$ cat config.mk
export PLATFORM = sky130hd
export DESIGN_NAME = centered_logo_pixel_blit_core
export DESIGN_NICKNAME = d
export VERILOG_FILES = /design/src/design/clpb_pkg.sv /design/src/design/centered_logo_pixel_blit_core.sv
export SDC_FILE = /design/constraint.sdc
export NUM_CORES = 1
export LEC_CHECK = 0
export BUFFER_PORTS_ARGS = -buffer_cell sky130_fd_sc_hd__buf_2
export CORE_MARGIN = 8
export CORE_UTILIZATION = 35
export CTS_BUF_LIST = sky130_fd_sc_hd__clkbuf_16
export DETAILED_ROUTE_END_ITERATION = 10
export SYNTH_ARGS = -nofsm -noshare
export SYNTH_HDL_FRONTEND = slang
export SYNTH_SLANG_ARGS = --single-unit
$ cat constraint.sdc
create_clock -name i_clk -period 24.3 [get_ports i_clk]
set_input_delay 4.86 -clock i_clk [delete_from_list [all_inputs] [get_ports i_clk]]
set_output_delay 4.86 -clock i_clk [all_outputs]
set_load 0.005 [all_outputs]
$ cat src/design/clpb_pkg.sv
// Shared types, constants and the alpha premultiply function of the logo blit core.
// No dependencies.
`default_nettype none

package clpb_pkg;

    // configuration register indexes
    typedef enum logic [2:0] {
        CFG_SCREEN_WIDTH  = 3'd0,
        CFG_SCREEN_HEIGHT = 3'd1,
        CFG_LINE_BYTES    = 3'd2,
        CFG_PIXEL_BYTES   = 3'd3,
        CFG_LOGO_WIDTH    = 3'd4,
        CFG_LOGO_HEIGHT   = 3'd5
    } t_cfg_index;

    localparam int unsigned CoordW  = 12;
    localparam int unsigned StrideW = 14;
    localparam int unsigned PixBW   = 3;
    localparam int unsigned ChanW   = 8;
    localparam int unsigned AddrW   = 26;
    localparam int unsigned DataW   = 32;
    localparam int unsigned CfgDataW = 14;

    localparam logic [CoordW-1:0]  SCREEN_WIDTH_RST  = 12'd800;
    localparam logic [CoordW-1:0]  SCREEN_HEIGHT_RST = 12'd480;
    localparam logic [StrideW-1:0] LINE_BYTES_RST    = 14'd3200;
    localparam logic [PixBW-1:0]   PIXEL_BYTES_RST   = 3'd4;
    localparam logic [CoordW-1:0]  LOGO_WIDTH_RST    = 12'd256;
    localparam logic [CoordW-1:0]  LOGO_HEIGHT_RST   = 12'd128;

    localparam logic [PixBW-1:0] PIX_BYTES_WIDE   = 3'd4;
    localparam logic [PixBW-1:0] PIX_BYTES_NARROW = 3'd2;
    localparam logic [ChanW-1:0] ALPHA_THRESHOLD  = 8'd128;
    localparam logic [ChanW-1:0] RED_MASK_565     = 8'hF8;
    localparam logic [ChanW-1:0] GREEN_MASK_565   = 8'hFC;

    // c * a / 255 without a divider: (p + (p >> 8) + 1) >> 8 is exact for p <= 255 * 255
    function automatic logic [ChanW-1:0] premultiply(
        input logic [ChanW-1:0] c,
        input logic [ChanW-1:0] a
    );
        logic [2*ChanW-1:0] p;
        logic [2*ChanW:0]   s;
        p = c * a;
        s = {1'b0, p} + {9'd0, p[2*ChanW-1:ChanW]} + 17'd1;
        return s[2*ChanW-1:ChanW];
    endfunction

endpackage

`default_nettype wire

$ cat src/design/centered_logo_pixel_blit_core.sv
// An input transfer reaches its write through the input register and then the result register.
// Throughput: one pixel per cycle while i_out_stall is low; the row-stride multiply
// and the three 8x8 premultiplies sit between the input register and the result register.
// Reset (synchronous, active low): counters to zero, registers to their defaults,
// both pipeline stages empty.
// Top level of the centred logo blit; uses clpb_pkg.
`default_nettype none

module centered_logo_pixel_blit_core
    import clpb_pkg::*;
(
    input  wire logic                i_clk,
    input  wire logic                i_rst_n,
    // configuration writes
    input  wire logic                i_cfg_valid,
    output logic                     o_cfg_ready,
    input  wire logic [2:0]          i_cfg_index,
    input  wire logic [CfgDataW-1:0] i_cfg_data,
    // logo pixel stream
    input  wire logic                i_in_valid,
    output logic                     o_in_stall,
    input  wire logic [ChanW-1:0]    i_blue,
    input  wire logic [ChanW-1:0]    i_green,
    input  wire logic [ChanW-1:0]    i_red,
    input  wire logic [ChanW-1:0]    i_alpha,
    // frame buffer writes
    output logic                     o_out_valid,
    input  wire logic                i_out_stall,
    output logic [AddrW-1:0]         o_write_address,
    output logic [DataW-1:0]         o_write_data,
    output logic                     o_wide_write,
    output logic                     o_logo_done
);

    typedef logic signed [CoordW:0]   t_offset;
    typedef logic signed [CoordW+1:0] t_pos;

    logic [CoordW-1:0]  r_screen_width, r_screen_height, r_logo_width, r_logo_height;
    logic [StrideW-1:0] r_line_bytes;
    logic [PixBW-1:0]   r_pixel_bytes;

    logic [CoordW-1:0]  r_col, r_row;

    logic               r_s1_valid;
    logic [ChanW-1:0]   r_s1_blue, r_s1_green, r_s1_red, r_s1_alpha;
    t_pos               r_s1_dx, r_s1_dy;
    logic               r_s1_last;

    logic               r_out_valid;
    logic [AddrW-1:0]   r_write_address;
    logic [DataW-1:0]   r_write_data;
    logic               r_wide_write;
    logic               r_logo_done;

    logic        in_xfer, s2_load;
    t_offset     diff_x, diff_y, off_x, off_y;
    t_pos        n_dx, n_dy;
    logic [CoordW:0]   col_inc, row_inc;
    logic [CoordW-1:0] n_col, n_row;
    logic        n_last;

    logic        in_x, in_y, emit_wide, emit_narrow;
    logic [AddrW-1:0] row_addr, col_addr, n_write_address;
    logic [DataW-1:0] n_write_data;

    assign o_cfg_ready = 1'b1;

    // result register frees when empty or taken
    assign s2_load    = !r_out_valid || !i_out_stall;
    assign o_in_stall = r_s1_valid && !s2_load;
    assign in_xfer    = i_in_valid && !o_in_stall;

    // signed centring offsets, truncated toward zero
    always_comb begin
        diff_x = $signed({1'b0, r_screen_width})  - $signed({1'b0, r_logo_width});
        diff_y = $signed({1'b0, r_screen_height}) - $signed({1'b0, r_logo_height});
        off_x  = (diff_x + $signed({{CoordW{1'b0}}, diff_x[CoordW]})) >>> 1;
        off_y  = (diff_y + $signed({{CoordW{1'b0}}, diff_y[CoordW]})) >>> 1;
        n_dx   = $signed({2'b00, r_col}) + $signed({off_x[CoordW], off_x});
        n_dy   = $signed({2'b00, r_row}) + $signed({off_y[CoordW], off_y});
    end

    // raster counters: wrap column at logo width, row at logo height
    always_comb begin
        col_inc = {1'b0, r_col} + 13'd1;
        row_inc = {1'b0, r_row} + 13'd1;
        n_last  = (col_inc == {1'b0, r_logo_width}) && (row_inc == {1'b0, r_logo_height});
        n_col   = col_inc[CoordW-1:0];
        n_row   = r_row;
        if (col_inc[CoordW-1:0] >= r_logo_width) begin
            n_col = '0;
            n_row = row_inc[CoordW-1:0];
            if (row_inc[CoordW-1:0] >= r_logo_height) begin
                n_row = '0;
            end
        end
    end

    // result stage: clip, address and pixel format
    always_comb begin
        in_x = !r_s1_dx[CoordW+1] && (r_s1_dx[CoordW:0] < {1'b0, r_screen_width});
        in_y = !r_s1_dy[CoordW+1] && (r_s1_dy[CoordW:0] < {1'b0, r_screen_height});
        emit_wide   = in_x && in_y && (r_pixel_bytes == PIX_BYTES_WIDE);
        emit_narrow = in_x && in_y && (r_pixel_bytes == PIX_BYTES_NARROW)
                      && (r_s1_alpha > ALPHA_THRESHOLD);
        row_addr = AddrW'(r_s1_dy[CoordW-1:0]) * AddrW'(r_line_bytes);
        col_addr = AddrW'(r_s1_dx[CoordW-1:0]) * AddrW'(r_pixel_bytes);
        n_write_address = row_addr + col_addr;
        if (r_pixel_bytes == PIX_BYTES_WIDE) begin
            n_write_data = {r_s1_alpha,
                            premultiply(r_s1_red, r_s1_alpha),
                            premultiply(r_s1_green, r_s1_alpha),
                            premultiply(r_s1_blue, r_s1_alpha)};
        end else begin
            // RGB565: red in 15..11, green in 10..5, blue in 4..0
            n_write_data = DataW'({r_s1_red & RED_MASK_565, 8'd0})
                         | DataW'({r_s1_green & GREEN_MASK_565, 3'd0})
                         | DataW'(r_s1_blue[ChanW-1:3]);
        end
    end

    always_ff @(posedge i_clk) begin
        if (!i_rst_n) begin
            r_screen_width  <= SCREEN_WIDTH_RST;
            r_screen_height <= SCREEN_HEIGHT_RST;
            r_line_bytes    <= LINE_BYTES_RST;
            r_pixel_bytes   <= PIXEL_BYTES_RST;
            r_logo_width    <= LOGO_WIDTH_RST;
            r_logo_height   <= LOGO_HEIGHT_RST;
        end else if (i_cfg_valid && o_cfg_ready) begin
            unique case (i_cfg_index)
                CFG_SCREEN_WIDTH:  r_screen_width  <= i_cfg_data[CoordW-1:0];
                CFG_SCREEN_HEIGHT: r_screen_height <= i_cfg_data[CoordW-1:0];
                CFG_LINE_BYTES:    r_line_bytes    <= i_cfg_data[StrideW-1:0];
                CFG_PIXEL_BYTES:   r_pixel_bytes   <= i_cfg_data[PixBW-1:0];
                CFG_LOGO_WIDTH:    r_logo_width    <= i_cfg_data[CoordW-1:0];
                CFG_LOGO_HEIGHT:   r_logo_height   <= i_cfg_data[CoordW-1:0];
                default: ;
            endcase
        end
    end

    always_ff @(posedge i_clk) begin
        if (!i_rst_n) begin
            r_col       <= '0;
            r_row       <= '0;
            r_s1_valid  <= 1'b0;
            r_out_valid <= 1'b0;
        end else begin
            if (in_xfer) begin
                r_col <= n_col;
                r_row <= n_row;
            end
            if (in_xfer) begin
                r_s1_valid <= 1'b1;
            end else if (s2_load) begin
                r_s1_valid <= 1'b0;
            end
            if (s2_load) begin
                r_out_valid <= r_s1_valid && (emit_wide || emit_narrow);
            end
        end
    end

    // payload: load on transfer, hold otherwise
    always_ff @(posedge i_clk) begin
        if (in_xfer) begin
            r_s1_blue  <= i_blue;
            r_s1_green <= i_green;
            r_s1_red   <= i_red;
            r_s1_alpha <= i_alpha;
            r_s1_dx    <= n_dx;
            r_s1_dy    <= n_dy;
            r_s1_last  <= n_last;
        end
        if (s2_load) begin
            r_write_address <= n_write_address;
            r_write_data    <= n_write_data;
            r_wide_write    <= (r_pixel_bytes == PIX_BYTES_WIDE);
            r_logo_done     <= r_s1_last;
        end
    end

    assign o_out_valid     = r_out_valid;
    assign o_write_address = r_write_address;
    assign o_write_data    = r_write_data;
    assign o_wide_write    = r_wide_write;
    assign o_logo_done     = r_logo_done;

endmodule

`default_nettype wire

== Word-level counts from Yosys, hierarchy flattened ==
Index checks and enable logic that the tools add are counted.

* Bits in registers: 212
* Input port bits: 54

* Add/sub/neg operators: 15
* Multipliers: 5
* $lt $le $gt $ge: 5
* Equal/unequal tests: 9
* Mux-type cells: 5
* Bitwise logic cells: 2
* Reduce and logical (&&, ||, !) cells: 27

{| class="wikitable"
|+ Operator list
! kind !! count
|-
| $add 16x1->16 const B || 3
|-
| $add 16x8->16 || 3
|-
| $mul 8x8->16 || 3
|-
| $mux 32 || 1
|-
| $add 13x12->14 || 2
|-
| $add 12x1->13 const B || 2
|-
| $add 13x2->13 || 2
|-
| $add 26x26->26 || 1
|-
| $eq 13x12->1 || 2
|-
| $lt 13x12->1 || 2
|-
| $mul 12x15->26 || 1
|-
| $sub 12x12->13 || 2
|-
| $ge 12x12->1 || 2
|-
| $mux 12 || 2
|-
| $mul 12x4->16 || 1
|-
| $or 16x11->16 || 1
|-
| $or 16x5->16 || 1
|-
| $reduce_and 2->1 || 7
|-
| $logic_and 1x1->1 || 10
|-
| $eq 3x2->1 const B || 3
|-
| $eq 3x3->1 const B || 3
|-
| $gt 8x8->1 const B || 1
|-
| $logic_not 1->1 || 6
|-
| $eq 3x1->1 const B || 1
|-
| other kinds (4) || 6
|}

== Logic depth before layout (Yosys ltp) ==
Gate-level depths: netlist (run 1).

* Word-level depth: 7
* Mapped depth: 33
* Gate-level depth less buffers: 32

== Worst setup path after synthesis (run 1) ==
No wires, ideal clock.

* Path type: in2out
* Start point: input port i_out_stall
* End point: output port o_in_stall
* Arrival time: 5018 ps
* Required time: 19440 ps
* Slack: 14422 ps
* Cell stages on the path: 2
* Path buffers: 0
* Path through: nand3_1 -> inv_1

* Longest elaborated chain between the ends: 4

{| class="wikitable"
|+ RTL lines
! element !! line !! source
|-
| from (decl) || centered_logo_pixel_blit_core.sv:28 || <nowiki>input wire logic i_out_stall,</nowiki>
|-
| $logic_not 1->1 || centered_logo_pixel_blit_core.sv:69 || <nowiki>assign s2_load = !r_out_valid || !i_out_stall;</nowiki>
|-
| $logic_or 1x1->1 || centered_logo_pixel_blit_core.sv:69 ||
|-
| $logic_not 1->1 || centered_logo_pixel_blit_core.sv:70 || <nowiki>assign o_in_stall = r_s1_valid && !s2_load;</nowiki>
|-
| $logic_and 1x1->1 || centered_logo_pixel_blit_core.sv:70 ||
|-
| to (decl) || centered_logo_pixel_blit_core.sv:21 || <nowiki>output logic o_in_stall,</nowiki>
|}

Every way passes these cells.

== Worst setup path after layout (run 1) ==
Ends and elaborated chain as after synthesis.

==> impl_results.md, run 1 <==
- Fraction of registers with async set or reset after synthesis: 0
- Fin nets: about 3,600
- Number of slew-limit violations in the final report: 0
- Static Leak: around 13 nW
- Synthesis-to-layout area growth: 9.33%
- Final Instance Area: about 28,000 sq um
- Part of the total power dissipated in sequential elements: 0.202
- Proportion of total power due to net switching: 0.446
- Post-CTS setup repair buffer count: 0
- Aggregate global routing overflow: 0
- Detailed router's first-iteration violation count: 1,084
- Final worst slack: 14,150 ps
- Pin slew with the least headroom to its limit: 1130 ps
- Instance count after placement with tap cells included: 3,869
- Average wire length per cell after detail routing: 15.9 um
- Library cells used by synthesis: 72
- Global Route Usage Sum: 0.151
- List of cells traversed by the critical path: buf_2 > nand3_1 > inv_1 > buf_2
- Commonest non-fill, non-tap cell in the layout: inv_1
- Clk root buf: clkbuf_16
- Critical path peak fanout: 3
- Post-place instance area: 27,300 sq um
- Crit path buffers/inverters: 3
- Total core area: 73,000 sq um
- Final setup viols: 0
- Design internal power: 1.47 mW
- Number of register bits inferred by synthesis: 212
- Wirelength, routed: roughly 63,000 um
- Clock skew: ~22 ps
- Number of gates resized after cts: 0
- Endpoint class of the critical path: output pin
- Commonest non-fill, non-tap cells in the layout: inv_1 (454), nand2_1 (418), ha_1 (343)
- Proportion of layout cells with a drive suffix above 1: 0.0656
- Number of placement rows: 99
- Count of buffers from port buffering: 115
- Wire length of the first global-routing pass: 102,000 um
- Normalized max-slew margin: 0.246
- Total clock buffers created by CTS: 28
- Path category of the worst min-delay check: reg2reg
- Post-synthesis cell type with the largest combined area: fa_1
- TNS Setup: 0 ps
- CTS Hold Buffers Added: 0
- Critical path arrival: 5290 ps
- Yosys synthesis warning count: 0
- Highest clock rate: 98.6 MHz
- I/O Pins: 117
- Period utilization: 0.418
- Max_cap viols: 0
- Synthesized area per cell: 8.95 sq um
- CTS sink count: 212
- Most common cell on crit path: buf_2
- Antenna violation net count after detailed routing: 0
- Max IR drop VDD: just over 0.08 mV
- Startpoint types: input pin
- H-Tree Level Count: 1
- Synth Flop Type: edfxtp_1
- Placer congestion estimate: 0.851
- Family of cells with the greatest summed delay on the critical path: buffers and inverters
- Non-filler instance count after layout: ~4,000
- Horizontal extent of the die: 287 um
- Half-perimeter wire length of the detailed placement result: between 40,000 and 50,000 um
- Initial standard-cell utilization of the core: 0.353
- Setup repair after global routing missed its margin: false
- PD cells: 94.4 nW/um^2
- Number of global-route vias before repair: 19,500
- Clock edge transition at the registers on the reported setup and hold paths: around 60 ps
- Clock Tree Buf Depth: 3
- Period minus WS final: 10,150 ps
- CP max stage delay: 120 ps
- Largest net degree at the start of global routing: 66
- Hold Vio Cnt, Final: 0
- Height of the die: 287 um
- Power share of the combinational group: 0.645
- TritonCTS clock tree: yes
- Die outline area: about 83,000 sq um
- Via Count: roughly 19,000
- Result of the run: finished clean
- Cell types with the largest area share after synthesis: fa_1 (21%), ha_1 (17%), edfxtp_1 (14%)
- Number of detailed-routing iterations run before antenna repair: 7
- Worst skew pair latency: 600 ps
- Net Sw Power: 1.18 mW
- Fraction of synthesized cell area taken by the top area cell type: 0.208
- Antenna violations before repair: 1
- Number of synthesized flops with an enable pin: around 120
- Residual DRC count: 0
- Post-synthesis instance area: 25,800 sq um
- Part of the Yosys area used for sequential elements: 0.212
- Worst setup slack before clock tree synthesis: 14,160 ps
- Clock share of power: 0.153
- Slowest stage cell, crit path: buf_2
- Req. time, crit path: 19,440 ps
- Routed vias/inst: 4.95
- Cell count after synthesis: 2,878
- Crit Path Class: in2out
- Synthesized netlist net count: 3,543
## cells by family after synthesis
| family | synth area share |
|---|---|
| buf+inv | 0.0806 |
| xor+xnor | 0.0578 |
| simple gates | 0.167 |
| flops | 0.212 |
| fa+ha+maj | 0.375 |
| compound gates | 0.106 |
| mux | 0.00194 |
| other cells | 0.000146 |
## power groups by stage
| stage | logic [mW] | clock network [mW] | registers, mW |
|---|---|---|---|
| after global placement | 1.71 | 0 | 0.547 |
| after global routing | 1.99 | 0.434 | 0.546 |
| after floorplan | 1.35 | 0 | 0.527 |
| after detailed placement | 1.73 | 0 | 0.547 |
| after CTS | 1.74 | 0.420 | 0.540 |
| final | 1.71 | 0.406 | 0.538 |
## synthesized netlist by cell type, drive strengths merged, types with 4 or more instances
library cell    n
dfxtp          91
clkbuf         87
o31ai          10
a21o           34
nand2b         21
o21bai         14
o2111ai         6
a21oi         143
inv           452
a2111oi         4
edfxtp        121
nand2         419
nand3b          9
a211o           8
fa            268
o211ai         18
o21a           22
a211oi         21
nand4          14
a22oi          10
a31oi          26
and3           33
and4            8
or2             9
nor3           42
o21ai          73
nor2b          16
or3            12
a31o            4
nor2          110
and2          159
xor2           55
a21boi          6
mux2i           5
o311ai          4
xnor2         109
nor4            5
ha            343
buf            10
o221ai          4
nand3          41
## worst reg2reg max path: cells and delay by family (launching register included)
family,cells,cell delay (ps)
XOR/XNOR,2,360
buffers and inverters,7,570
AND/OR/NAND/NOR,5,800
flip-flops,1,430
AO/OA/AOI/OAI,10,2670
adder cells (fa/ha/maj),9,3770
## per-layer routing
layer / share of wire / global-route usage / routed length [um]
met5: 0 / 0 / 0
met4: 0.025 / 0.0394 / 1560
met1: 0.47 / 0.207 / 29300
met2: 0.46 / 0.249 / 29000
met3: 0.042 / 0.0183 / 2630
## cell type report
cell class	instances	area, sq um
sequential	212	5460
clock inverter	20	159
multi-input combinational	2116	18200
timing repair buffer	129	681
antenna	2	5.00
tap	959	1200
fill	7437	44800
inverter	453	1700
clock buffer	29	726
## through the flow
step           total power, mW  hold slack, ps   util
2_1_floorplan             1.87             400      -
3_3_place_gp              2.26             403  0.374
3_5_place_dp              2.27             406  0.374
4_1_cts                   2.70             422  0.386
5_1_grt                   2.97             428  0.386
6_report                  2.66             421  0.386
## registers in the layout, summed over array words and instances (netlist names), 12 cells and up
name / flops
o_write_data: 32
o_write_address: 26
r_line_bytes: 14
r_s1_dx: 14
r_s1_dy: 14
r_col: 12
r_logo_height: 12
r_logo_width: 12
r_row: 12
r_screen_height: 12
r_screen_width: 12
## final timing paths
kind,startpoint,endpoint,slack [ps],cells past startpoint
worst max-delay path,i_out_stall,o_in_stall,14150,4
worst min-delay path,r_s1_last,o_logo_done,420,0
worst max register to register,r_pixel_bytes[2],o_write_address[25],15440,33
worst min register to register,r_s1_last,o_logo_done,420,0
Power figures use the tool's default switching activity.
==> run 2: changes to the inputs <==
clock period = 9.67 ns   (was 24.3 ns; I/O delays follow)
==> run 2 against run 1 <==
  * Total power grew to 2.5 times the previous value
  * Largest power group unchanged
  * Routed wire length rose by 1.2%
  * Hold slack better by 7.4 ps
  * Die area unchanged
  * Global-route usage grew 0.13 points
  * Count of clock-buffer cells in the layout down 1
  * Combinational power rose to 2.5 times the previous value
  * Worst setup slack worse by 13000 ps
  * Sequential share of layout area about the same
  * Clock skew increased by 4.2 ps
  * Critical path type is now reg2reg
  * Register-to-register slack worse by 14000 ps
  * Sequential power grew to 2.5 times the previous value
==> impl_results.md, run 2 (same netlist as run 1, synthesis figures left out) <==
- Setup repair after global routing missed its margin: false
- Power share of the combinational group: 0.640
- Launch point of the worst path: r_pixel_bytes[1]
- Highest clock rate: 116 MHz
- Wirelength, routed: between 60,000 and 70,000 um
- Fin nets: 3,604
- Req. time, crit path: 9990 ps
- H-Tree Level Count: 1
- Global Route Usage Sum: 0.152
- Setup slack on the worst flop-to-flop path: 1050 ps
- Number of global-route vias before repair: between 15,000 and 20,000
- CP max stage delay: 560 ps
- Antenna violation net count after detailed routing: 0
- Design internal power: about 3.7 mW
- Period utilization: 0.891
- Final worst slack: ~1100 ps
- Half-perimeter wire length of the detailed placement result: 49,300 um
- Proportion of layout cells with a drive suffix above 1: 0.0665
- Number of placement rows: 99
- Commonest non-fill, non-tap cells in the layout: inv_1 (453), nand2_1 (418), ha_1 (343)
- Residual DRC count: 0
- Horizontal extent of the die: ~290 um
- Max reg flops: 32
- Initial standard-cell utilization of the core: 0.353
- Hold Vio Cnt, Final: 0
- Crit Path Class: reg2reg
- Post-CTS setup repair buffer count: 0
- Post-place instance area: 27,300 sq um
- Clk root buf: clkbuf_16
- Endpoint class of the critical path: flop
- Number of slew-limit violations in the final report: 0
- Synthesis-to-layout area growth: 9.43%
- Routed vias/inst: 4.95
- Clock Tree Buf Depth: 3
- Clock share of power: 0.158
- I/O Pins: approximately 120
- Worst setup slack before clock tree synthesis: 1080 ps
- Pin slew with the least headroom to its limit: 1170 ps
- Startpoint types: flop
- Max IR drop VDD: ~0.22 mV
- Clock edge transition at the registers on the reported setup and hold paths: ~60 ps
- Launch instance of the worst register-to-register path: r_pixel_bytes[1]
- Period minus WS final: 8620 ps
- Detailed router's first-iteration violation count: 1,147
- Total core area: 73,000 sq um
- Critical path arrival: about 8900 ps
- Antenna violations before repair: 2
- Critical path peak fanout: 16
- Result of the run: finished clean
- Commonest non-fill, non-tap cell in the layout: inv_1
- Static Leak: about 13 nW
- Number of gates resized after cts: 0
- Final Instance Area: 28,200 sq um
- Final setup viols: 0
- Worst skew pair latency: between 500 and 600 ps
- PD cells: 239 nW/um^2
- Largest net degree at the start of global routing: 60
- Max_cap viols: 0
- Final standard cell utilization of the core: 0.386
- Number of detailed-routing iterations run before antenna repair: 6
- Path category of the worst min-delay check: reg2reg
- Part of the total power dissipated in sequential elements: 0.202
- Average wire length per cell after detail routing: 16.1 um
- Wire length of the first global-routing pass: 103,000 um
- TritonCTS clock tree: yes
- CTS Hold Buffers Added: 0
- Height of the die: approximately 290 um
- CTS sink count: 212
- Count of buffers from port buffering: 115
- Proportion of total power due to net switching: 0.445
- Net Sw Power: 3.00 mW
- Slowest stage cell, crit path: dfxtp_1
- TNS Setup: 0 ps
- Clock skew: between 20 and 30 ps
- Aggregate global routing overflow: 0
- Normalized max-slew margin: 0.220
- Via Count: 19,400
- Launch point of the worst hold path: r_s1_last
- Total clock buffers created by CTS: 28
- Die outline area: 82,500 sq um
- Placer congestion estimate: 0.860
## run 2: path summary, 6_finish.rpt
kind,endpoint,cells after the start
max,o_write_address[25],32
min reg2reg,o_logo_done,0
min,o_logo_done,0
max reg2reg,o_write_address[25],32
## run 2: per-stage QoR
stage | hold WS [ps] | power [mW] | cells
finish | 429 | 6.74 | 3921
global route | 446 | 7.50 | 3921
CTS | 429 | 6.85 | 3920
detailed placement | 413 | 5.72 | 3868
global placement | 406 | 5.69 | 3868
floorplan | 400 | 4.71 | 2878
## run 2: area by class of cell
type                            count  area (sq um)
Multi-Input combinational cell   2116         18200
Sequential cell                   212          5460
Tap cell                          959          1200
Fill cell                        7340         44800
Timing Repair Buffer              128           673
Clock inverter                     24           221
Inverter                          453          1700
Clock buffer                       28           701
Antenna cell                        1          2.50
## run 2: metal layers
metal	up-vias	GRT usage	wire (um)
met5	-	0	13
met4	2	0.0264	1010
met3	54	0.0198	3290
met2	397	0.254	29600
met1	9382	0.211	29300
li1	9576	-	-
## run 2: worst max-delay path, delay by kind of cell (launching register included)
kind,cells,cell delay [ps]
buffers and inverters,6,280
DFF,1,560
AOI/OAI and AO/OA,10,2600
xor gates and xnor gates,2,350
adders and majority gates,9,3730
and+or+nand+nor,5,820
## run 2: power by group through the flow
stage / Clock [mW] / Sequential, mW / Combinational [mW]
final: 1.07 / 1.36 / 4.31
after global routing: 1.13 / 1.38 / 4.98
after detailed placement: 0 / 1.39 / 4.33
after global placement: 0 / 1.39 / 4.31
after floorplan: 0 / 1.32 / 3.38
after CTS: 1.11 / 1.37 / 4.37
